<file path="src/sv/hbf_pkg.sv">
// ----------------------------------------------------------------------------
// hbf_pkg
// widths, codes and control types of the half-band fir
// ----------------------------------------------------------------------------
package hbf_pkg;

   // field widths
   localparam int SAMPLE_W = 24;
   localparam int COEF_W   = 18;
   localparam int SLOT_W   = 5;
   localparam int PAIR_W   = SAMPLE_W + 1;
   localparam int PROD_W   = COEF_W + PAIR_W;

   // parameter defaults
   localparam int MAX_LENGTH_DEF   = 65;
   localparam int COEF_ENTRIES_DEF = 17;

   // rounding from scale 2^-40 down to q1.23
   localparam int ROUND_SHIFT = 17;
   localparam int OUT_MAX     = 8388607;
   localparam int OUT_MIN     = -8388608;

   // request commands
   localparam logic CMD_SAMPLE = 1'b0;
   localparam logic CMD_LOAD   = 1'b1;

   // length select reset value (65 taps)
   localparam logic LONG_LENGTH_RST = 1'b1;

   // control broadcast to every tap cell
   typedef struct packed {
      logic                     sample_fire;
      logic                     load_fire;
      logic                     long_sel;
      logic [SLOT_W-1:0]        slot;
      logic signed [COEF_W-1:0] coef;
   } hbf_ctrl_type;

endpackage

</file>
<file path="src/sv/hbf_sum_tree.sv">
// ----------------------------------------------------------------------------
// hbf_sum_tree
// registered binary adder tree, one level per stage, stalls level by level
// ----------------------------------------------------------------------------
module hbf_sum_tree
   import hbf_pkg::*;
#(
   parameter int N_IN  = COEF_ENTRIES_DEF,
   parameter int IN_W  = PROD_W,
   parameter int OUT_W = PROD_W + $clog2(COEF_ENTRIES_DEF)
) (
   input  logic                    clock,
   input  logic                    reset,
   input  logic                    in_valid,
   output logic                    in_ready,
   input  logic signed [IN_W-1:0]  leaf_in [N_IN],
   output logic                    out_valid,
   input  logic                    out_ready,
   output logic signed [OUT_W-1:0] sum_out
);

   localparam int LEVELS = $clog2(N_IN);
   localparam int N_PAD  = 1 << LEVELS;

   logic signed [OUT_W-1:0] leaf [N_PAD];
   logic signed [OUT_W-1:0] node_ff [N_PAD-1];
   logic [LEVELS-1:0]       vld_ff;
   logic [LEVELS-1:0]       en;

   // level 0 is the root, level LEVELS-1 sits next to the leaves
   always_comb begin
      en[0] = !vld_ff[0] || out_ready;
      for (int d = 1; d < LEVELS; d++) begin
         en[d] = !vld_ff[d] || en[d-1];
      end
   end

   assign in_ready  = en[LEVELS-1];
   assign out_valid = vld_ff[0];
   assign sum_out   = node_ff[0];

   for (genvar j = 0; j < N_PAD; j++) begin : g_leaf
      if (j < N_IN) begin : g_used
         assign leaf[j] = OUT_W'(leaf_in[j]);
      end else begin : g_pad
         assign leaf[j] = '0;
      end
   end

   for (genvar d = 0; d < LEVELS; d++) begin : g_vld
      if (d == LEVELS - 1) begin : g_first
         always_ff @(posedge clock) begin
            if (reset) begin
               vld_ff[d] <= 1'b0;
            end else if (en[d]) begin
               vld_ff[d] <= in_valid;
            end
         end
      end else begin : g_inner
         always_ff @(posedge clock) begin
            if (reset) begin
               vld_ff[d] <= 1'b0;
            end else if (en[d]) begin
               vld_ff[d] <= vld_ff[d+1];
            end
         end
      end
   end

   // heap numbering: node i has children 2i and 2i+1
   for (genvar i = 1; i < N_PAD; i++) begin : g_node
      localparam int D = $clog2(i + 1) - 1;
      logic signed [OUT_W-1:0] left;
      logic signed [OUT_W-1:0] right;
      if (2 * i >= N_PAD) begin : g_from_leaf
         assign left  = leaf[2*i-N_PAD];
         assign right = leaf[2*i+1-N_PAD];
      end else begin : g_from_node
         assign left  = node_ff[2*i-1];
         assign right = node_ff[2*i];
      end
      always_ff @(posedge clock) begin
         if (en[D]) begin
            node_ff[i-1] <= left + right;
         end
      end
   end

endmodule

</file>
<file path="config.mk">
export PLATFORM = sky130hd
export DESIGN_NAME = hbf_sum_tree
export DESIGN_NICKNAME = d
export VERILOG_FILES = /design/src/sv/hbf_pkg.sv /design/src/sv/hbf_sum_tree.sv
export SDC_FILE = /design/constraint.sdc
export NUM_CORES = 2
export LEC_CHECK = 0
export BUFFER_PORTS_ARGS = -buffer_cell sky130_fd_sc_hd__buf_2
export CORE_ASPECT_RATIO = 0.6
export CORE_MARGIN = 1
export CORE_UTILIZATION = 45
export DETAILED_ROUTE_END_ITERATION = 16
export PLACE_DENSITY_LB_ADDON = 0.05
export SYNTH_ARGS = -nofsm -noshare
export SYNTH_HDL_FRONTEND = slang
export SYNTH_SLANG_ARGS = --single-unit
</file>
<file path="constraint.sdc">
create_clock -name clock -period 14.6 [get_ports clock]
set_clock_uncertainty 0.05 [all_clocks]
set_input_delay 1.46 -clock clock [delete_from_list [all_inputs] [get_ports clock]]
set_output_delay 1.46 -clock clock [all_outputs]
set_load 0.005 [all_outputs]
</file>
==> impl_metrics.tcl <==
set metrics [dict create \
    status "finished, final reports clean" \
    synth_top_cell_area_share_pct 42.5 \
    layout-drive-gt1-share_pct 14.6 \
    async_reset_ff_share_pct 0 \
    grt_antenna_before_repair 34 \
    max_stage_delay_ns 1.04 \
    setup-tns-final_ns 0 \
    cts-root-buf "clkbuf_16" \
    fmax_mhz 198 \
    row_count 106 \
    post-synth-top-area-cell "edfxtp_1" \
    area_growth_pct 14.2 \
    worst_setup_path_start_kind "input port" \
    via_per_inst 5.78 \
    max_slew_margin_pct 13.1 \
    postCtsSetupRepairBufs 0 \
    drv_cap 0 \
    ys.flop_type "edfxtp_1" \
    wl_per_cell_um 21.9 \
    synth_seq_cells 913 \
    synthDistinctLibCells 90 \
    synthTopCellsByCount "edfxtp_1 (908), ha_1 (708), a21oi_1 (666), a21o_1 (457), xnor2_1 (445)" \
    fillers 12700 \
    crit_path_end_kind "flip-flop" \
    synth_area_per_cell_um2 10.5 \
    cp_max_fo 4 \
    min_period_over_period_pct 34.6 \
    clk_latency_ns 0.72 \
    hold_viol 0 \
    die_width_um 489 \
    io_buffers 784 \
    boundaryPins 785 \
    grt_max_degree 153 \
    drc_errors 0 \
    worst_pin_slew_ns 1.29 \
    ir_worst_vdd_mv 0.108 \
    wl_um 193000 \
    ant_nets 0 \
    crit_slowest_cell "a2111oi_1" \
    core_area_um2 140000 \
    synth_edf_count 908 \
    grt_pass1_wl_um 286000 \
    crit_buf_inv 2 \
    fin_crit_ns 5.06 \
    rsz0062_at_grt "false" \
    gr-total-overflow 0 \
    first_iter_violations 4750 \
    fin_nets 8290 \
    hold_ws_ns 0.363 \
    netlist_top_cells_area "edfxtp_1 (43%), ha_1 (14%), xnor2_1 (6.1%)" \
    syn_nets 7564 \
    hold_class "flip-flop to flip-flop" \
    arrival_ns 5.45 \
    clockBufferDepth 3 \
    drv_slew 0 \
    cts.clk_slew.worst_paths_ns 0.06 \
    htree_num_levels 3 \
    crit_type "input port to flip-flop" \
    initial_core_util_pct 45.7 \
    die_h_um 294 \
    dr_total_vias 50900 \
    cp_cell_sequence "buf_2 -> ha_1 -> fa_1 -> a211oi_1 -> o21ai_0 -> a31oi_1 -> buf_4 -> a2111oi_1 -> nor2_1 -> o21ai_0 -> a31oi_1 -> o31ai_1 -> o41ai_1 -> xnor2_1" \
    total_power_uw 15200 \
    leakage_uw 0.0320 \
    yosysWarnings 0 \
    drt_pre_antenna_iters 5 \
    placed_cells 8626 \
    synthCells 6105 \
    cts_sinks 913 \
    dieArea_um2 144000 \
    grt_pass1_vias 47200 \
    critPathTopFamily "compound AO/OA/AOI/OAI gates" \
    final_core_utilization_pct 52.2 \
    gp_congestion 0.925 \
    hpwlAfterDp_um 158000 \
    power_density_nw_per_um2 207 \
    yosysMostFrequentCell "edfxtp_1" \
    fin_cells 8803 \
    post_cts_resized 0 \
    setup_viol 0 \
    cp.required_ns 15.00 \
    cts_hold_buf 0 \
    ys_seq_area_share_pct 42.7 \
    tritoncts "done" \
    track_usage_pct 26.0 \
    cts_inserted_buffers 93 \
    synth_area_um2 64100 \
    multi_input_area_um2 35500 \
    regArea_um2 27400 \
]
## flip-flops by register name, summed over array words and instances (netlist names)
signal,count
node_ff,908
vld_ff,4
out_valid,1
## worst reg2reg max path, delay by kind of cell (launching register included)
kind                     cells  cell delay (ns)
AO/OA/AOI/OAI                9             3.07
adder cells (fa/ha/maj)      2             0.68
flip-flops                   1             0.37
AND/OR/NAND/NOR              1             0.23
## per-stage QoR
step	area [um^2]	worst slack (ns)
2_1_floorplan	64100	5.09
3_3_place_gp	69900	9.14
3_5_place_dp	69900	9.11
4_1_cts	73200	9.75
5_1_grt	73200	9.48
6_report	73200	9.54
## path summary, 6_finish.rpt
path | slack (ns) | to | from | cells past startpoint
setup / recovery | 9.54 | node_ff[0][762] | leaf_in[645] | 14
hold / removal | 0.36 | node_ff[0][120] | node_ff[0][264] | 0
hold reg to reg | 0.36 | node_ff[0][120] | node_ff[0][264] | 0
setup reg to reg | 9.81 | node_ff[0][478] | node_ff[1][144] | 12
## per-layer routing
| metal | routed length (um) | part of all wire [%] | global-route usage (%) | vias to the layer above |
|---|---|---|---|---|
| met5 | 80 | 0.042 | 0 | - |
| met4 | 3390 | 1.8 | 5.13 | 14 |
| met3 | 15800 | 8.2 | 5.73 | 192 |
| met2 | 75200 | 39 | 35.1 | 1681 |
| met1 | 98000 | 51 | 41.7 | 24200 |
| li1 | - | - | - | 24800 |
## report_power, final
group	internal (uW)	total, uW	switching (uW)
sequential	4230	4700	473
combinational	3130	7870	4730
clock	1520	2610	1090
## layout make-up
class	instances	share of cell area [%]
Clock buffer	104	3.26
Inverter	162	0.838
Multi-Input combinational cell	4865	48.5
Sequential cell	913	37.4
Antenna cell	5	0.0171
Clock inverter	68	1.28
Timing Repair Buffer	796	5.50
Tap cell	1890	3.23
## kinds of logic after synthesis
kind of cell	Yosys count	synth area share [%]
mux	5	0.0800
fa+ha+maj	724	14.3
compound gates	2110	21.2
buf+inv	327	1.96
xor+xnor	651	8.90
flops	913	42.7
simple gates	1375	10.8
## cell usage in the layout, fill, tap and decap left out, types with 94 or more instances in the layout
| master | n |
|---|---|
| nor2b_1 | 105 |
| ha_1 | 708 |
| clkbuf_16 | 94 |
| buf_2 | 784 |
| edfxtp_1 | 908 |
| nand3_1 | 114 |
| a21o_1 | 457 |
| inv_1 | 160 |
| nand2_1 | 339 |
| o21ai_0 | 341 |
| o21bai_1 | 101 |
| xnor2_1 | 445 |
| xor2_1 | 206 |
| nor2_1 | 283 |
| a21oi_1 | 666 |
| nand4_1 | 125 |
No activity file was read; power rests on OpenSTA's default activity.
