[src/sv/hbf_pkg.sv]
// ----------------------------------------------------------------------------
// hbf_pkg
// widths, codes and control types of the half-band fir
// ----------------------------------------------------------------------------
package hbf_pkg;

   // field widths
   localparam int SAMPLE_W = 24;
   localparam int COEF_W   = 18;
   localparam int SLOT_W   = 5;
   localparam int PAIR_W   = SAMPLE_W + 1;
   localparam int PROD_W   = COEF_W + PAIR_W;

   // parameter defaults
   localparam int MAX_LENGTH_DEF   = 65;
   localparam int COEF_ENTRIES_DEF = 17;

   // rounding from scale 2^-40 down to q1.23
   localparam int ROUND_SHIFT = 17;
   localparam int OUT_MAX     = 8388607;
   localparam int OUT_MIN     = -8388608;

   // request commands
   localparam logic CMD_SAMPLE = 1'b0;
   localparam logic CMD_LOAD   = 1'b1;

   // length select reset value (65 taps)
   localparam logic LONG_LENGTH_RST = 1'b1;

   // control broadcast to every tap cell
   typedef struct packed {
      logic                     sample_fire;
      logic                     load_fire;
      logic                     long_sel;
      logic [SLOT_W-1:0]        slot;
      logic signed [COEF_W-1:0] coef;
   } hbf_ctrl_type;

endpackage

[src/sv/hbf_delay_line.sv]
// ----------------------------------------------------------------------------
// hbf_delay_line
// sample shift chain, shows the tap values after the next push
// ----------------------------------------------------------------------------
module hbf_delay_line
   import hbf_pkg::*;
#(
   parameter int NTAP = MAX_LENGTH_DEF - 2
) (
   input  logic                       clock,
   input  logic                       reset,
   input  logic                       shift,
   input  logic signed [SAMPLE_W-1:0] sample_in,
   output logic signed [SAMPLE_W-1:0] tap_next [NTAP]
);

   logic signed [SAMPLE_W-1:0] taps_ff [NTAP];

   always_comb begin
      tap_next[0] = sample_in;
      for (int i = 1; i < NTAP; i++) begin
         tap_next[i] = taps_ff[i-1];
      end
   end

   always_ff @(posedge clock) begin
      if (reset) begin
         for (int i = 0; i < NTAP; i++) begin
            taps_ff[i] <= '0;
         end
      end else if (shift) begin
         for (int i = 0; i < NTAP; i++) begin
            taps_ff[i] <= tap_next[i];
         end
      end
   end

endmodule

[config.mk]
export PLATFORM = sky130hd
export DESIGN_NAME = hbf_delay_line
export DESIGN_NICKNAME = d
export VERILOG_FILES = /design/src/sv/hbf_pkg.sv /design/src/sv/hbf_delay_line.sv
export SDC_FILE = /design/constraint.sdc
export NUM_CORES = 1
export LEC_CHECK = 0
export BUFFER_PORTS_ARGS = -buffer_cell sky130_fd_sc_hd__buf_2
export CAP_MARGIN = 20
export CORE_AREA = 10 10 599 601
export CTS_CLUSTER_DIAMETER = 150
export DETAILED_ROUTE_END_ITERATION = 12
export DIE_AREA = 0 0 609 611
export GPL_ROUTABILITY_DRIVEN = 0
export PLACE_DENSITY = 0.43
export SLEW_MARGIN = 15
export SYNTH_ARGS = -nofsm -noshare
export SYNTH_HDL_FRONTEND = slang
export SYNTH_SLANG_ARGS = --single-unit
[constraint.sdc]
create_clock -name clock -period 51.1 [get_ports clock]
set_clock_uncertainty 0.2 [all_clocks]
set_input_delay 10.22 -clock clock [delete_from_list [all_inputs] [get_ports clock]]
set_output_delay 10.22 -clock clock [all_outputs]
set_load 0.005 [all_outputs]
==> results of run 1 <==
==> routing by layer <==
layer  part of all wire, %  global-route usage [%]
met4                   3.0                    3.46
met1                    30                    10.4
met3                   7.5                    3.96
met5                0.0029                       0
met2                    59                    25.1
==> how the worst max path moves through the flow <==
stage | from | endpoint | cells past startpoint
2_1_floorplan | reset | taps_ff[0][0] | 3
3_3_place_gp | sample_in[21] | tap_next[1509] | 2
3_5_place_dp | sample_in[4] | tap_next[1492] | 2
4_1_cts | sample_in[4] | tap_next[1492] | 2
5_1_grt | sample_in[4] | tap_next[1492] | 2
6_report | sample_in[4] | tap_next[1492] | 2
==> cells in the mapped netlist (all sizes together) <==
cell type  count
and3b        816
buf          182
clkbuf        98
edfxtp      1488
nor2b        672
or2            1
==> power by group <==
part / switching [mW] / internal, mW / leakage, nW / total (mW)
clock network: 0.526 / 0.720 / 2.69 / 1.25
registers: 0.0645 / 1.44 / 16.4 / 1.50
logic: 0.143 / 0.0874 / 15.0 / 0.231
total: 0.734 / 2.25 / 34.1 / 2.98
==> per-stage QoR <==
stage | util (%) | setup slack (ns) | std cells | hold WS (ns) | cell area, um2
finish | 21.8 | 30.10 | 9454 | 0.344 | 75500
detailed placement | 20.2 | 30.09 | 9134 | 0.344 | 69800
global placement | 20.2 | 30.09 | 9134 | 0.338 | 69800
CTS | 21.8 | 30.09 | 9451 | 0.345 | 75400
floorplan | - | 21.38 | 3257 | 0.362 | 57400
global route | 21.8 | 30.11 | 9454 | 0.371 | 75500
==> layout make-up <==
type,instances,area share (%)
Sequential cell,1488,59.2
Multi-Input combinational cell,1489,15.0
Timing Repair Buffer,1581,10.8
Tap cell,4578,7.59
Clock buffer,231,6.36
Clock inverter,86,1.05
Antenna cell,1,0.00331
==> logic make-up (layout without fill, tap and decap cells) <==
group                  after synthesis  in the layout
buffers and inverters              280           1898
DFF                               1488           1488
and+or+nand+nor                   1489           1489
other                                0              1
==> impl_metrics.yaml, run 1 <==
clocking:
  post_cts.repair.setup_buffers: 0
  clk_pin_slew_ns: 0.06
  cts_sinks: 1488
  cts_max_path_buffers: 4
  cts-root-buf: "clkbuf_16"
  post_cts_resized: 0
  cts_buffers: 180
  cts_max_level: 4
  cts_hold_buf: 0
  cts_tree: "yes"
  clock_latency_ns: 0.82
global_route:
  antenna_found_initial: 6
  grt_pass1_wl_um: 314000
  grt_usage_pct: 11.9
  grt_pass1_vias: 35278
  overflow: 0
  grt_max_degree: 218
cells_and_area:
  synthToLayoutAreaGrowth_pct: 31.5
  largest_register: "taps_ff"
  multi_input_area_mm2: 0.0114
  nets: 4767
  largest_reg_flops: 1488
  fillCellCount: 36852
  seqCellArea_mm2: 0.0447
  drive_gt1_share_pct: 37.4
  final_common_cell: "buf_2"
  layout_common_cells: "buf_2, edfxtp_1, and3b_1"
  reg_top3: "taps_ff: 1488 flops"
setup_path:
  crit_buf_inv: 2
  cp.arrival_ns: 10.58
  path_cells: "buf_2 -> buf_2"
  crit-reg2reg-launch: "taps_ff[1][27]"
  rr_endpoint: "taps_ff[1][51]"
  cpMaxStageDelayCell: "buf_2"
  critical_path.top_delay_family: "buffers and inverters"
  r2r_cells: 1
  cp_max_fo: 2
  path_common_cell: "buf_2"
  start_kind: "primary input"
  end_kind: "output port"
  cp_slowest_stage_delay_ns: 0.19
  r2r_slack_ns: 49.63
  required_ns: 40.68
  crit_type: "in2out"
drt:
  wl_per_cell_um: 25.2
  vias_per_cell: 3.57
  routed_wl_um: 239000
  vias: 33721
  drtIter0Drc: 2477
  drtPass1Iterations: 5
  drc: 0
  ant_nets: 0
floorplanning:
  row_count: 216
  die_area_mm2: 0.372
  fp.dieH_um: 611
  core_area_mm2: 0.346
  die_w_um: 609
  start_util_pct: 16.6
  pin_count: 1539
synthesis:
  yosysUniqueCellTypes: 9
  yosys.area.top_type: "edfxtp_1"
  synth.avg_cell_area_um2: 17.6
  ys_seq_area_share_pct: 77.8
  syn_area_mm2: 0.0574
  yosys_warnings: 0
  ys_seq_elements: 1488
  synthXorXnorAreaFrac_pct: 0
  syn_inst: 3257
  muxShareOfSynthArea_pct: 0
  yosysTopAreaCellShare_pct: 77.8
  syn-num-nets: 3284
  synth_area_leaders: "edfxtp_1, and3b_1, nor2b_1"
  synthSimpleGateAreaFrac_pct: 19.8
  synth_fa_ha_area_share_pct: 0
  synth-compound-area-share_pct: 0
  synth_top_family_by_area: "simple AND/OR/NAND/NOR gates"
sta:
  hold_violations: 0
  fmaxAchievable_ghz: 0.0476
  rsz0062_at_grt: "false"
  slew_headroom_pct: 14.2
  worst_slew_pin_slew_ns: 1.29
  period_share_pct: 41.1
  tns_ns: 0
  maxSlewViolCount: 0
  period_needed_ns: 21.00
  final-setup-viol-count: 0
power_and_ir_drop:
  power_mw: 2.98
  power_density_mw_per_mm2: 39.5
  power_leakage_nw: 34.1
  peakVddDrop_mv: 0.0214
min_path:
  hold_start: "taps_ff[1][109]"
  hp-class: "reg2reg"
  hold_end: "taps_ff[1][133]"
  hold_depth: 1
status:
  status: "completed"
placement:
  dpl.hpwl_um: 183000
  portBuffers: 1538
flow_run:
  maxCapViolations: 0
Power figures use the tool's default switching activity.
==> run 2, diff against run 1 <==
Settings changed: PLACE_DENSITY 0.43 to 0.44.
Clock period 51.1 ns to 19 ns, I/O delays scaled along.
==> run 2 against run 1 <==
Final area up 0.30%. Register-to-register slack worse by 32 ns. Total power rose to 2.7 times the previous value. Die area unchanged. Largest power group unchanged. First-iteration DRC count up 9.6%. Final cell count about the same. Sequential power rose to 2.7 times the previous value. Worst setup slack worse by 20 ns. Wire length down 0.76%. Clock-buffer cell count down 14.
==> impl_metrics.yaml, run 2 (synthesis gave the netlist of run 1 again) <==
clocking:
  cts_hold_buf: 0
  cts_sinks: 1488
  cts-root-buf: "clkbuf_16"
  clock_latency_ns: 0.85
  post_cts.repair.setup_buffers: 0
  clk_pin_slew_ns: 0.05
  cts_max_level: 4
  cts_buffers: 183
  cts_max_path_buffers: 4
  post_cts_resized: 0
  cts_tree: "yes"
global_route:
  overflow: 0
  antenna_found_initial: 4
  grt_usage_pct: 11.9
  grt_pass1_wl_um: 313000
  grt_pass1_vias: 35297
  grt_max_degree: 196
floorplanning:
  start_util_pct: 16.6
  row_count: 216
  fp.dieH_um: 611
  pin_count: 1539
  die_area_mm2: 0.372
  die_w_um: 609
  core_area_mm2: 0.346
drt:
  drtIter0Drc: 2716
  vias: 33662
  drc: 0
  drtPass1Iterations: 5
  routed_wl_um: 237000
  ant_nets: 0
  vias_per_cell: 3.56
  wl_per_cell_um: 25.0
sta:
  period_share_pct: 46.0
  maxSlewViolCount: 0
  hold_violations: 0
  slew_headroom_pct: 26.0
  period_needed_ns: 8.73
  tns_ns: 0
  fmaxAchievable_ghz: 0.114
  final-setup-viol-count: 0
  rsz0062_at_grt: "false"
  worst_slew_pin_slew_ns: 1.11
cells_and_area:
  final_cells: 9456
  largest_reg_flops: 1488
  drive_gt1_share_pct: 37.6
  design_area_mm2: 0.0757
  final_common_cell: "buf_2"
  nets: 4776
  layout_common_cells: "buf_2, edfxtp_1, and3b_1"
  synthToLayoutAreaGrowth_pct: 31.9
  reg_top3: "taps_ff: 1488 flops"
  largest_register: "taps_ff"
setup_path:
  cp.arrival_ns: 9.09
  cpMaxStageDelayCell: "buf_4"
  critical_path.top_delay_family: "buffers and inverters"
  required_ns: 19.35
  cp.depth: 8
  crit-reg2reg-launch: "taps_ff[1][21]"
  end_kind: "register"
  cp_slowest_stage_delay_ns: 0.73
  start_kind: "primary input"
  crit_type: "in2reg"
  cp-startpoint: "reset"
  cp_max_fo: 195
  crit_buf_inv: 7
  r2r_cells: 1
  path_common_cell: "buf_4"
  path_cells: "buf_8 -> buf_4 -> buf_4 -> buf_12 -> buf_4 -> buf_6 -> buf_4 -> and3b_1"
min_path:
  hold_start: "taps_ff[1][173]"
  hold_depth: 1
  hp-class: "reg2reg"
placement:
  dpl.hpwl_um: 181000
  place_inst: 9140
  portBuffers: 1538
  place_area_mm2: 0.0699
status:
  status: "completed"
power_and_ir_drop:
  power_density_mw_per_mm2: 107
  peakVddDrop_mv: 0.0618
  power_leakage_nw: 34.2
flow_run:
  maxCapViolations: 0
[run 2: cell types whose count changed in the layout (fill, tap and decap cells not counted), moves of 2 or more]
cell / before / now
clkinv_16: 0 / 4
inv_6: 5 / 9
clkinv_4: 3 / 10
clkinvlp_4: 12 / 6
clkbuf_16: 185 / 183
buf_12: 5 / 8
bufinv_16: 11 / 14
clkbuf_1: 46 / 34
buf_6: 0 / 2
[run 2: final timing paths]
| kind | to | slack, ns |
|---|---|---|
| max | taps_ff[0][611] | 10.27 |
| min | taps_ff[1][197] | 0.35 |
| max reg2reg | taps_ff[1][45] | 17.43 |
| min reg2reg | taps_ff[1][197] | 0.35 |
[run 2: layer usage]
layer  vias to the layer above  wire (um)  track usage, %
met5                         -         13               0
met2                      1217     139000            24.8
met3                       261      18900            4.27
li1                      15027          -               -
met1                     17155      71900            10.4
met4                         2       6650            3.25
[run 2: final cells by class]
cell class / count / area (um2)
antenna: 2 / 5.00
clock buffer: 217 / 4710
clock inverter: 95 / 1020
fill: 36726 / 270000
multi-input combinational: 1489 / 11400
sequential: 1488 / 44700
tap: 4578 / 5730
timing repair buffer: 1587 / 8210
[run 2: metrics by stage]
step,util (%),hold WS [ns],setup WS (ns),total power [mW]
6_report,21.9,0.353,10.27,8.07
5_1_grt,21.9,0.376,9.95,8.39
4_1_cts,21.9,0.353,10.13,8.23
3_5_place_dp,20.2,0.342,9.19,4.77
3_3_place_gp,20.2,0.338,9.33,4.77
2_1_floorplan,-,0.362,3.24,4.31
[run 2: power by group]
group          total [mW]  switching (mW)  internal, mW
Sequential           4.04           0.172          3.87
Combinational       0.620           0.384         0.236
Clock                3.40            1.44          1.97
