<file path="config.mk">
export PLATFORM = sky130hd
export DESIGN_NAME = hbf_cell
export DESIGN_NICKNAME = d
export VERILOG_FILES = /design/src/sv/hbf_pkg.sv /design/src/sv/hbf_cell.sv
export SDC_FILE = /design/constraint.sdc
export NUM_CORES = 1
export LEC_CHECK = 0
export CAP_MARGIN = 20
export CORE_ASPECT_RATIO = 0.5
export CORE_UTILIZATION = 35
export CTS_BUF_LIST = sky130_fd_sc_hd__clkbuf_16
export DETAILED_ROUTE_END_ITERATION = 12
export DONT_BUFFER_PORTS = 1
export SYNTH_ARGS = -nofsm -noshare
export SYNTH_HDL_FRONTEND = slang
export SYNTH_SLANG_ARGS = --single-unit
</file>
<file path="constraint.sdc">
create_clock -name clock -period 9.08 [get_ports clock]
set_input_delay 0.454 -clock clock [delete_from_list [all_inputs] [get_ports clock]]
set_output_delay 0.454 -clock clock [all_outputs]
set_load 0.05 [all_outputs]
</file>
<file path="src/sv/hbf_pkg.sv">
// ----------------------------------------------------------------------------
// hbf_pkg
// widths, codes and control types of the half-band fir
// ----------------------------------------------------------------------------
package hbf_pkg;

   // field widths
   localparam int SAMPLE_W = 24;
   localparam int COEF_W   = 18;
   localparam int SLOT_W   = 5;
   localparam int PAIR_W   = SAMPLE_W + 1;
   localparam int PROD_W   = COEF_W + PAIR_W;

   // parameter defaults
   localparam int MAX_LENGTH_DEF   = 65;
   localparam int COEF_ENTRIES_DEF = 17;

   // rounding from scale 2^-40 down to q1.23
   localparam int ROUND_SHIFT = 17;
   localparam int OUT_MAX     = 8388607;
   localparam int OUT_MIN     = -8388608;

   // request commands
   localparam logic CMD_SAMPLE = 1'b0;
   localparam logic CMD_LOAD   = 1'b1;

   // length select reset value (65 taps)
   localparam logic LONG_LENGTH_RST = 1'b1;

   // control broadcast to every tap cell
   typedef struct packed {
      logic                     sample_fire;
      logic                     load_fire;
      logic                     long_sel;
      logic [SLOT_W-1:0]        slot;
      logic signed [COEF_W-1:0] coef;
   } hbf_ctrl_type;

endpackage

</file>
<file path="src/sv/hbf_cell.sv">
// ----------------------------------------------------------------------------
// hbf_cell
// one folded tap: coefficient entry, running pair sums and product register
// ----------------------------------------------------------------------------
module hbf_cell
   import hbf_pkg::*;
#(
   parameter int SLOT = 0
) (
   input  logic                       clock,
   input  logic                       reset,
   input  hbf_ctrl_type               ctrl,
   input  logic signed [SAMPLE_W-1:0] tap_a_l,
   input  logic signed [SAMPLE_W-1:0] tap_b_l,
   input  logic signed [SAMPLE_W-1:0] tap_a_s,
   input  logic signed [SAMPLE_W-1:0] tap_b_s,
   output logic signed [PROD_W-1:0]   product
);

   localparam int CMP_W = SLOT_W + 1;

   logic signed [COEF_W-1:0] coef_ff;
   logic signed [PAIR_W-1:0] pair_l_ff;
   logic signed [PAIR_W-1:0] pair_l_in;
   logic signed [PAIR_W-1:0] pair_s_ff;
   logic signed [PAIR_W-1:0] pair_s_in;
   logic signed [PAIR_W-1:0] pair_sel;
   logic signed [PROD_W-1:0] product_ff;
   logic signed [PROD_W-1:0] product_in;
   logic                     load_hit;

   assign load_hit  = ctrl.load_fire && ({1'b0, ctrl.slot} == CMP_W'(SLOT));
   // pair sums as they will be once the new sample is pushed
   assign pair_l_in = PAIR_W'(tap_a_l) + PAIR_W'(tap_b_l);
   assign pair_s_in = PAIR_W'(tap_a_s) + PAIR_W'(tap_b_s);
   assign pair_sel  = ctrl.long_sel ? pair_l_ff : pair_s_ff;
   assign product_in = coef_ff * pair_sel;
   assign product   = product_ff;

   always_ff @(posedge clock) begin
      if (reset) begin
         pair_l_ff <= '0;
         pair_s_ff <= '0;
      end else if (ctrl.sample_fire) begin
         pair_l_ff <= pair_l_in;
         pair_s_ff <= pair_s_in;
      end
   end

   always_ff @(posedge clock) begin
      if (load_hit) begin
         coef_ff <= ctrl.coef;
      end
      if (ctrl.sample_fire) begin
         product_ff <= product_in;
      end
   end

endmodule

</file>
==> results of run 1 <==
==> worst reg2reg max path: cells and delay by family (launching register included) <==
family,cells,cell delay (ps)
and+or+nand+nor,6,1220
adders and majority gates,7,3630
buffers and inverters,4,390
DFF,1,940
AOI/OAI and AO/OA,4,1020
==> report_power, final <==
part / total, mW / leakage, nW / internal [mW] / switching, mW
logic: 7.29 / 9.75 / 3.05 / 4.24
clock network: 0.419 / 0.143 / 0.191 / 0.227
registers: 1.37 / 0.999 / 1.00 / 0.371
==> state kept, by name, indices dropped and copies added (netlist names) <==
signal / flops
coef_ff: 18
pair_l_ff: 25
pair_s_ff: 25
product: 43
==> layer usage <==
metal  part of all wire, %  vias up
met4                   3.1        0
met1                    44     7954
li1                      -     7172
met2                    50      276
met3                   3.7       79
met5                     0        -
==> final cells by class <==
cell class	instances	area (µm²)	share of cell area [%]
clock buffers	9	225	0.969
clock inverters	7	56.3	0.242
repair buffers	13	118	0.506
flip-flops and latches	111	2830	12.2
inverters	537	2020	8.67
well taps	825	1030	4.44
multi-input cells	1652	17000	73.0
diodes	1	2.50	0.0108
==> kinds of logic (layout without fill, tap and decap cells) <==
kind of cell    count (synthesis)  in the layout  share of synthesized area (%)
xor+xnor                       71             71                           2.81
mux                            43             43                           2.08
buf+inv                       624            566                           10.6
compound gates                258            258                           8.03
simple gates                  682            682                           14.9
fa+ha+maj                     598            598                           48.8
flops                         111            111                           12.8
other cells                     0              1                              0
==> stage by stage <==
stage | utilization (%) | instance area [µm²] | total power [mW] | worst slack (ps)
after global placement | 37.1 | 22900 | 8.62 | 1560
final | 37.6 | 23300 | 9.08 | 1620
after CTS | 37.6 | 23200 | 9.16 | 1630
after global routing | 37.6 | 23300 | 10.2 | 1100
after floorplan | - | 22200 | 7.14 | 1950
after detailed placement | 37.1 | 22900 | 8.71 | 1540
==> path summary, 6_finish.rpt <==
check,from,to,slack [ps],cells after the start
max reg2reg,coef_ff[1],product[42],1620,21
min,reset,pair_s_ff[19],130,1
max,coef_ff[1],product[42],1620,21
min reg2reg,pair_l_ff[14],pair_l_ff[14],470,2
==> layout by cell type, fill, tap and decap left out, drive strengths merged, types with 9 or more instances in the layout <==
| cell type | synthesis | routed |
|---|---|---|
| a211oi | 15 | 15 |
| mux2 | 24 | 24 |
| a21oi | 70 | 70 |
| nor3 | 19 | 19 |
| and3 | 11 | 11 |
| and2 | 156 | 156 |
| or3 | 10 | 10 |
| dfxtp | 50 | 50 |
| clkbuf | 82 | 9 |
| buf | 5 | 13 |
| o22ai | 10 | 10 |
| nor2 | 78 | 78 |
| o21ai | 38 | 38 |
| a31oi | 13 | 13 |
| xnor2 | 49 | 49 |
| edfxtp | 61 | 61 |
| o21bai | 9 | 9 |
| mux2i | 19 | 19 |
| nor2b | 31 | 31 |
| nand3 | 18 | 18 |
| fa | 443 | 443 |
| inv | 537 | 542 |
| xor2 | 22 | 22 |
| a21o | 37 | 37 |
| nand2b | 19 | 19 |
| ha | 155 | 155 |
| o21a | 20 | 20 |
| nand2 | 306 | 306 |
==> results.md, run 1 <==
- The worst setup path is launched from a flop.
- A synthesized cell averages between 9 and 10 µm².
- The net count of the finished layout is 3046.
- When the netlist entered floorplanning its net count stood at 3109.
- The synthesis-to-finish area growth is 4.98%.
- Counting the buffers created by CTS gives 9.
- In this run the tightest slew margin relative to its limit is about a third.
- The first routing iteration left 716 violations.
- The post-route clock period utilization is just over 80%.
- The effective utilization at floorplan is 35.8%.
- The worst vdd rail ir drop is about 370 µV.
- The routed layout has between 15k and 20k vias.
- The required time at the endpoint of the critical path is 9230 ps.
- Counting I/O delays and the setup requirement, the final critical path takes 7460 ps.
- The number of max-slew violations in the final report is 0.
- The number of fill cells in the layout is approximately 6.3k.
- The leakage power summed over all cells is 10.9 nW.
- The via density per instance is 4.91.
- By count the netlist is led by inv_1 (537), fa_1 (443), nand2_1 (306), and2_1 (156), ha_1 (155).
- In this run, synthesis inferred about 60 flip-flops with an integrated enable.
- The first-pass GRT wire length is roughly 89 mm.
- The routed design has about 53 mm of wire.
- The pre-antenna-repair detailed-routing pass consisted of 4 iterations.
- In this run, distinct cell masters in the synthesized netlist total 69.
- The number of violations of the max-capacitance limit is 0.
- The number of I/O pins is between 150 and 200.
- The area of the die is 64400 µm².
- Once placement completed, the tool counted placed cells totaling 3137.
- After global routing, the most crowded layer is met2.
- For this run, global-route usage on met1 was measured as 22.4%.
- The fraction of post-synthesis cell area in the top cell type by area is 40.0%.
- The worst hold path belongs to the class in -> reg.
- The count of input and output buffers is 0.
- The number of buffer and inverter instances along the worst setup path is 4.
- Entering global routing, the biggest net connects a little over 100 pins.
- After technology mapping, the gate count stands at 2387.
- The final clock skew is 12.8 ps.
- The critical path goes through and2_1 -> fa_1 -> fa_1 -> ha_1 -> inv_1 -> fa_1 -> inv_1 -> fa_1 -> inv_1 -> fa_1 -> inv_1 -> ha_1 -> nand4_1 -> nor2_1 -> nand2_1 -> a21oi_1 -> a2111oi_0 -> o21a_1 -> o22ai_1 -> and4_1 -> nor3_1.
- Data arrives at the worst endpoint at ~7600 ps.
- Yosys instantiated no cell more often than inv_1.
- Among all flip-flop cells after synthesis, the most frequent one is edfxtp_1.
- Among all stages on the critical path, the largest delay is contributed by edfxtp_1.
- After detailed routing, the average wire length per cell comes to 16.8 µm.
- The total area inside the core boundary comes to 61800 µm².
- The slew at the pin closest to its max-slew limit is between 900 and 1000 ps.
- The number of DRC violations after detailed routing is 0.
- The mapped netlist covers 22100 µm².
- Global routing used under 10% of the available met3 tracks.
- Detailed placement ended at an HPWL of 43.3 mm.
- The detail route stage leaves a number of antenna-violating nets equal to 0.
- In this run the horizontal extent of the chip is 358 µm.
- Once the clock tree was built, the resizer swapped 0 gates to a different size.
- TritonCTS built the clock tree.
- The number of global-route vias before repair came to 16.9k.
- The fraction of final layout cells sized beyond drive strength 1 is 3.22%.
- The number of H-tree levels is 3.
- The critical path is of the reg -> reg type.
- The total overflow left after global routing is 0.
- The number of buffers on the longest clock path is 2.
- For this design the ratio of total power to cell area is just under 400 nW/µm².
- fa_1 takes more of the synthesized area than any other cell.
- In the post-synthesis netlist, the biggest area contributors are fa_1 (40%), inv_1 (9.1%), ha_1 (8.8%).
- The die is 180 µm tall.
- The non-filler instance count after layout is 3155.
- The sequential cell area fraction in the yosys report is 12.8%.
- Global routing consumed, over all layers together, 17.4% of the routing resources.
- On the critical path the largest part of the delay comes from adder cells.
- During synthesis, Yosys emitted a total of 0 warnings.
- The fraction of synthesis flops using an asynchronous set or reset pin is 0%.
- The global placer's final weighted congestion is roughly 0.87.
- After routing, the total negative slack on setup checks comes to 0 ps.
- For this run, the top clock speed supported by timing is about 130 MHz.
- The final count of hold timing violations came to 0.
- The number of hold buffers added after CTS was 0.
- The clock latency of the later-clocked register in the worst-skew pair is 400 ps.
- The clock transition at the registers of the reported paths is 80 ps.
- For met2 alone, demand over resource in global routing was 30.2%.
- The flow ran to the end, and the final reports show no timing, DRC or antenna violations.
- Clock tree synthesis selected as its root buffer the cell clkbuf_16.
- The tree built by TritonCTS fans out to 111 sinks.
- Setup violations remaining at the end of the flow were counted as 0.
- STA classifies the critical path endpoint as a flop.
- The tightest hold margin is 127 ps.
- Setup repair after global routing left no endpoint under its margin.
- In this run the core area contains 64 standard-cell rows.
- The worst-path maximum fanout is 25.
- The most used cell along the critical path is fa_1.
- The initial antenna violation count is 0.
- The biggest cell delay along the critical path is roughly 940 ps.
- The number of setup buffers added after CTS is 0.
- Counting flops and latches in the post-synthesis netlist gives 111.
Note: power is estimated with default switching activity, not from simulation.
==> run 2, diff against run 1 <==
==> constraint.sdc (replaced) <==
create_clock -name clock -period 6.8 [get_ports clock]
set_input_delay 0.34 -clock clock [delete_from_list [all_inputs] [get_ports clock]]
set_output_delay 0.34 -clock clock [all_outputs]
set_load 0.05 [all_outputs]
==> results.md, run 2 (same netlist as run 1, synthesis figures left out) <==
- The run finished with clean final reports.
- The data arrival time of the critical path is 6670 ps.
- The worst hold path was traced through 0 stages.
- The met3 routed wirelength is 2.74 mm.
- Pin placement for this block handled 167 I/O pins.
- The clock buffer count from CTS is 9.
- The number of flip-flops under the largest register name is 43.
- The sequential cell area is 2830 µm².
- The count of input and output buffers is 0.
- The final count of hold timing violations was 0.
- The net count of the finished layout is around 3.2k.
- Clock skew on the completed layout was measured at around 7.9 ps.
- The detailed route wirelength on metal2 is roughly 27 mm.
- The reg-to-reg endpoint is product[41].
- The clock latency of the later-clocked register in the worst-skew pair is 400 ps.
- The detailed router finished its first iteration with approximately 890 violations.
- The worst path uses between 90% and 100% of the clock period.
- The power density normalized to cell area is about 550 nW/µm².
- The sum of net half-perimeters after detailed placement is 45.5 mm.
- The worst setup margin is 280 ps.
- The number of placement rows is 64.
- The global-route total usage across every layer is 17.7%.
- From bottom edge to top edge, the die measures approximately 180 µm.
- From synthesis to final layout, the design area changed by 10.4%.
- The number of H-tree levels is 3.
- The detailed-route wire length on metal 1 is 23.0 mm.
- The via density per instance is 4.88.
- The placed instances occupy a cell area of 23700 µm².
- The startpoint of the worst register-to-register path is pair_s_ff[5].
- In this run the horizontal extent of the chip is between 300 and 400 µm.
- The highest signal layer in the routed design is met4.
- The first global-routing pass estimated 89.6 mm of wire.
- The number of cells on the worst reg-to-reg path is 25.
- The count of nets left with antenna violations once routing finished came out at 0.
- The most common library cell in the layout ignoring fill and taps is inv_1.
- The worst vdd rail ir drop is 701 µV.
- Counting the fill cells in the layout gives slightly above 6k.
- The clock transition at the registers of the reported paths is 90 ps.
- In this run the worst hold path is classified as in -> reg.
- The number of DRC violations after detailed routing is 0.
- The number of buffers on the longest clock path is 2.
- By startpoint and endpoint, the worst setup path is classified as reg -> reg.
- The post-route netlist has 7.98% of its cells at a drive strength greater than 1.
- The number of max-slew violations in the final report is 0.
- The slew at the pin closest to its max-slew limit is between 700 and 800 ps.
- The non-filler instance count after layout is approximately 3.3k.
- The capturing element type of the critical path is a flop.
- The required time at the endpoint of the critical path is 6950 ps.
- STA classifies the critical path startpoint as a flop.
- Timing would allow up to 153 MHz.
- The combined area of the multi-input logic cells is 17000 µm².
- The effective utilization at floorplan is 35.8%.
- The die covers 64400 µm².
- The number of violations of the max-capacitance limit is 0.
- In this run the worst path has a maximum fanout of 12.
- Setup violations remaining at the end of the flow were counted as 0.
- In this run the most critical hold path is launched from ctrl[17].
- The area of all placed cells without fillers is 24400 µm².
- The final critical delay including setup and external delays is 6520 ps.
- Once placement completed, the tool counted placed cells totaling between 3k and 4k.
- Routability-driven placement finished with a final weighted congestion of ~0.89.
- The leakage power summed over all cells is between 10 and 15 nW.
- OpenSTA, run right after detailed placement, puts the worst setup slack at 72.7 ps.
- The worst slew slack as a fraction of its limit is 47.5%.
- The post-detailed-route wirelength per cell is around 17 µm.
- The clock sink count is 111.
- For this block, the routed nets add up to approximately 55 mm of wire.
- The initial antenna violation count is 0.
- The first detailed-routing pass took 6 iterations.
- The tree is rooted in a clkbuf_16.
- The number of global-route vias before repair is 17.2k.
- TritonCTS built the clock tree.
- The routed via count is ~16k.
- In the layout the commonest cells are inv_1 (537), fa_1 (442), nand2_1 (306).
- The terminating pin of the worst hold path is coef_ff[17].
- In this run the register-to-register setup slack is about 280 ps.
- The largest net degree at the start of global routing is 102.
- The remaining global-route overflow is 0.
- The number of antenna diodes in the final layout is 0.
- The region available for standard cell placement spans between 60000 and 70000 µm².
-- run 2: changes by cell type in the layout (fill, tap and decap cells not counted), sizes merged --
| cell | change |
|---|---|
| buf | +114 |
| dlygate4sd3 | +13 |
| diode | -1 |
-- run 2: routing by layer --
layer | track usage [%] | up-vias
met5 | 0 | -
met4 | 6.60 | 0
li1 | - | 7442
met1 | 22.2 | 8127
met2 | 30.9 | 358
met3 | 2.52 | 81
-- run 2: timing repair --
item | 4_1_cts | 5_1_grt
endpoints found under the setup margin | 0 | 11
hold buffers | 14 | 0
setup buffers | 0 | 13
hold endpoints to repair | 44 | 0
gates resized for setup | 0 | 17
-- run 2: where the power goes --
group | internal, mW | switching [mW] | total (mW)
Sequential | 1.34 | 0.496 | 1.83
Combinational | 4.93 | 5.99 | 10.9
Clock | 0.268 | 0.319 | 0.588
-- run 2: final cells by class --
| cell class | count | area share (%) |
|---|---|---|
| Sequential cell | 111 | 11.6 |
| Inverter | 537 | 8.25 |
| Clock buffer | 9 | 0.921 |
| Timing Repair Buffer | 140 | 4.98 |
| Tap cell | 825 | 4.22 |
| Clock inverter | 7 | 0.363 |
| Multi-Input combinational cell | 1652 | 69.7 |
-- run 2: critical path, cell delays in order (launching register included) --
cell and delay (ps):
dfxtp_1 340, mux2_2 390, buf_12 190, and2_1 170
fa_1 500, inv_1 60, fa_1 520, inv_1 40
ha_1 160, inv_1 60, fa_1 430, fa_1 510
fa_1 490, inv_1 40, ha_1 340, buf_4 170
o211a_1 150, o31ai_4 80, a211oi_2 110, buf_4 170
o41ai_4 450, o21ai_4 130, a21oi_4 230, o31ai_2 120
a311oi_2 310, xnor2_1 110
-- run 2: worst max-delay path by stage --
stage,from,to,cells after the start
CTS,coef_ff[2],product[42],21
global placement,ctrl[23],product[36],23
finish,pair_s_ff[5],product[41],25
floorplan,ctrl[23],product[39],26
global route,pair_s_ff[22],product[42],23
detailed placement,ctrl[23],product[42],22
-- run 2: per-stage QoR --
stage	TNS (ps)	power (mW)	utilization [%]	hold WS [ps]
2_1_floorplan	0	9.54	-	437
3_3_place_gp	0	12.5	38.4	420
3_5_place_dp	0	12.6	38.4	422
5_1_grt	-36.0	14.9	39.5	2.20
6_report	0	13.3	39.5	29.9
4_1_cts	0	13.3	39.1	0.0202
==> run 3, diff against run 2 <==
--- a/config.mk
+++ b/config.mk
@@ -6,11 +6,14 @@
 export NUM_CORES = 1
 export LEC_CHECK = 0
 export CAP_MARGIN = 20
+export CELL_PAD_IN_SITES_DETAIL_PLACEMENT = 0
+export CELL_PAD_IN_SITES_GLOBAL_PLACEMENT = 1
 export CORE_ASPECT_RATIO = 0.5
 export CORE_UTILIZATION = 35
 export CTS_BUF_LIST = sky130_fd_sc_hd__clkbuf_16
 export DETAILED_ROUTE_END_ITERATION = 12
 export DONT_BUFFER_PORTS = 1
+export PLACE_DENSITY_LB_ADDON = 0.1
 export SYNTH_ARGS = -nofsm -noshare
 export SYNTH_HDL_FRONTEND = slang
 export SYNTH_SLANG_ARGS = --single-unit
==> constraint.sdc (replaced) <==
create_clock -name clock -period 6.02 [get_ports clock]
set_input_delay 0.301 -clock clock [delete_from_list [all_inputs] [get_ports clock]]
set_output_delay 0.301 -clock clock [all_outputs]
set_load 0.05 [all_outputs]
==> results.md, run 3 (same netlist as run 1, synthesis figures left out) <==
- The initial antenna violation count is 2.
- On the final layout, the worst clock skew is 32.4 ps.
- The number of I/O pins is 167.
- The fraction of final layout cells sized beyond drive strength 1 is 21.7%.
- Measured along the y axis, the die boundary spans 180 µm.
- The H-tree was split into 3 levels.
- In the final design database the tool counted between 3k and 4k nets.
- Counting along the longest clock path gives a buffer depth of 2.
- The worst hold path terminates at pair_s_ff[21].
- At the pin with the least slew margin, the transition time is 1090 ps.
- The number of global-route vias before repair is 18.4k.
- The setup TNS is -4280 ps.
- Setup violations remaining at the end of the flow were counted as 17.
- Entering global routing, the biggest net connects 65 pins.
- The tree built by TritonCTS fans out to 111 sinks.
- The worst slew slack as a fraction of its limit is 26.9%.
- Setup repair after global routing could not meet its margin everywhere.
- The worst-path maximum fanout is 5.
- The flow ran to the end, but the final reports show violations.
- The worst register-to-register path has a depth of 27.
- The number of max-slew violations in the final report is 0.
- Using the TritonRoute via totals, the vias-per-cell ratio works out to 4.74.
- Leaving out fill and tap cells, the most frequent cells in the layout are inv_1 (508), fa_1 (419), nand2_1 (291).
- The area of the die is roughly 64000 µm².
- The tightest hold margin is 53.5 ps.
- The path class of the lowest-slack min-delay path is in -> reg.
- The total area inside the core boundary comes to ~62000 µm².
- The clock transition at the registers of the reported paths is about 90 ps.
- The non-filler instance count after layout is approximately 3.5k.
- Data arrives at the worst endpoint at between 6000 and 7000 ps.
- The global placer's final weighted congestion is just over 0.8.
- The DRC violation total after the first TritonRoute iteration is a little under 900.
- The post-route clock period utilization is 106%.
- The worst setup path is launched from a flop.
- The worst hold path passes through 2 cells.
- Buffers inserted during clock tree synthesis total 9.
- The final wirelength is 63.8 mm.
- The final count of hold timing violations is 0.
- For this run, design rule violations remaining after detail routing come to 0.
- The register-to-register path setup slack is -390 ps.
- The synthesis-to-finish area growth is 23.4%.
- The count of input and output buffers is 0.
- Once the floorplan was initialized, standard cells occupied 35.8% of the core.
- The number of antenna diodes in the final layout is 0.
- The later pin in the worst-skew pair is clocked with a latency of 430 ps.
- The final reports fail on setup timing.
- Clock tree synthesis selected as its root buffer the cell clkbuf_16.
- The first-pass GRT wire length is 104 mm.
- The remaining global-route overflow is 0.
- The post-route core utilization is 44.2%.
- The worst register-to-register path begins at pair_s_ff[14].
- After layout, the minimum clock period comes to 6410 ps.
- The post-route antenna net violation count is 0.
- The highest attainable clock frequency is 156 MHz.
- TritonCTS built the clock tree.
- The post-detailed-route wirelength per cell is 18.2 µm.
- The worst setup path category is reg -> reg.
- The register with the most flip-flops in the layout has 43 of them.
- The startpoint identified for the worst hold timing path is reset.
- The instance count after placement with tap cells included is 3407.
- The initialized floorplan defines 64 standard-cell rows.
- The reg-to-reg endpoint is product[39].
- After layout, the worst setup slack is -390 ps.
- STA classifies the critical path endpoint as a flop.
- In this run the horizontal extent of the chip is about 360 µm.
- The sum of net half-perimeters after detailed placement is 50.9 mm.
- The most common library cell in the layout ignoring fill and taps is inv_1.
- The number of violations of the max-capacitance limit is 0.
- The required time at the endpoint of the critical path is 6190 ps.
- The routed via count is roughly 17k.
- The number of iterations in the first detailed-routing pass is 4.
- The global-route total usage across every layer is 21.1%.
## run 3: how the worst max path moves through the flow
stage / start / slack [ps] / endpoint
after floorplan: ctrl[23] / -250 / product[39]
after global placement: ctrl[23] / -880 / product[36]
after detailed placement: ctrl[23] / -930 / product[36]
after CTS: pair_s_ff[11] / -430 / product[41]
after global routing: pair_s_ff[14] / -620 / product[39]
final: pair_s_ff[14] / -390 / product[39]
## run 3: timing repair
item / 4_1_cts / 5_1_grt
hold buffers: 25 / 0
setup endpoints to repair: 23 / 23
hold endpoints to repair: 75 / 0
cloned: 1 / 0
buffers inserted: 48 / 24
gates resized for setup: 146 / 95
pin swaps: 70 / 61
## run 3: per-layer routing
metal / GRT usage (%) / up-vias / wire length (µm)
met5: 0 / - / 0
met4: 2.83 / 0 / 558
met3: 2.30 / 25 / 1850
met2: 34.4 / 225 / 29700
met1: 30.8 / 8501 / 31800
li1: - / 7886 / -
## run 3: area by class of cell
cell class                 count  area (µm²)
clock buffer                   9         225
clock inverter                 7        81.3
tap                          825        1030
sequential                   111        2850
inverter                     537        2020
multi-input combinational   1652       17900
timing repair buffer         371        3250
fill                        6213       34500
## run 3: critical path, stage by stage, from the launching register on
cell      delay, ps
dfxtp_2         330
mux2_4          310
buf_6           140
buf_4           130
and2_4          150
fa_1            510
inv_1            60
fa_1            530
inv_2            50
ha_4            260
inv_2            30
fa_1            540
inv_2            40
fa_1            480
inv_2            40
fa_1            510
inv_2            50
ha_4            270
nand3_4          60
buf_6           120
and4b_1         210
o31ai_4         210
o41ai_4         150
o21ai_4         250
a21oi_4         140
o311ai_2        290
o211ai_1        140
xnor2_1         140
## run 3: through the flow
stage,instance area [µm²],setup slack [ps]
floorplan,22500,-251
global placement,25300,-884
detailed placement,25300,-929
CTS,26800,-431
global route,27300,-619
finish,27300,-390
Power of run 3 is left out: the tool's default activity adds up to more than one toggle a clock period on the data nets, which glitch-free logic cannot reach.
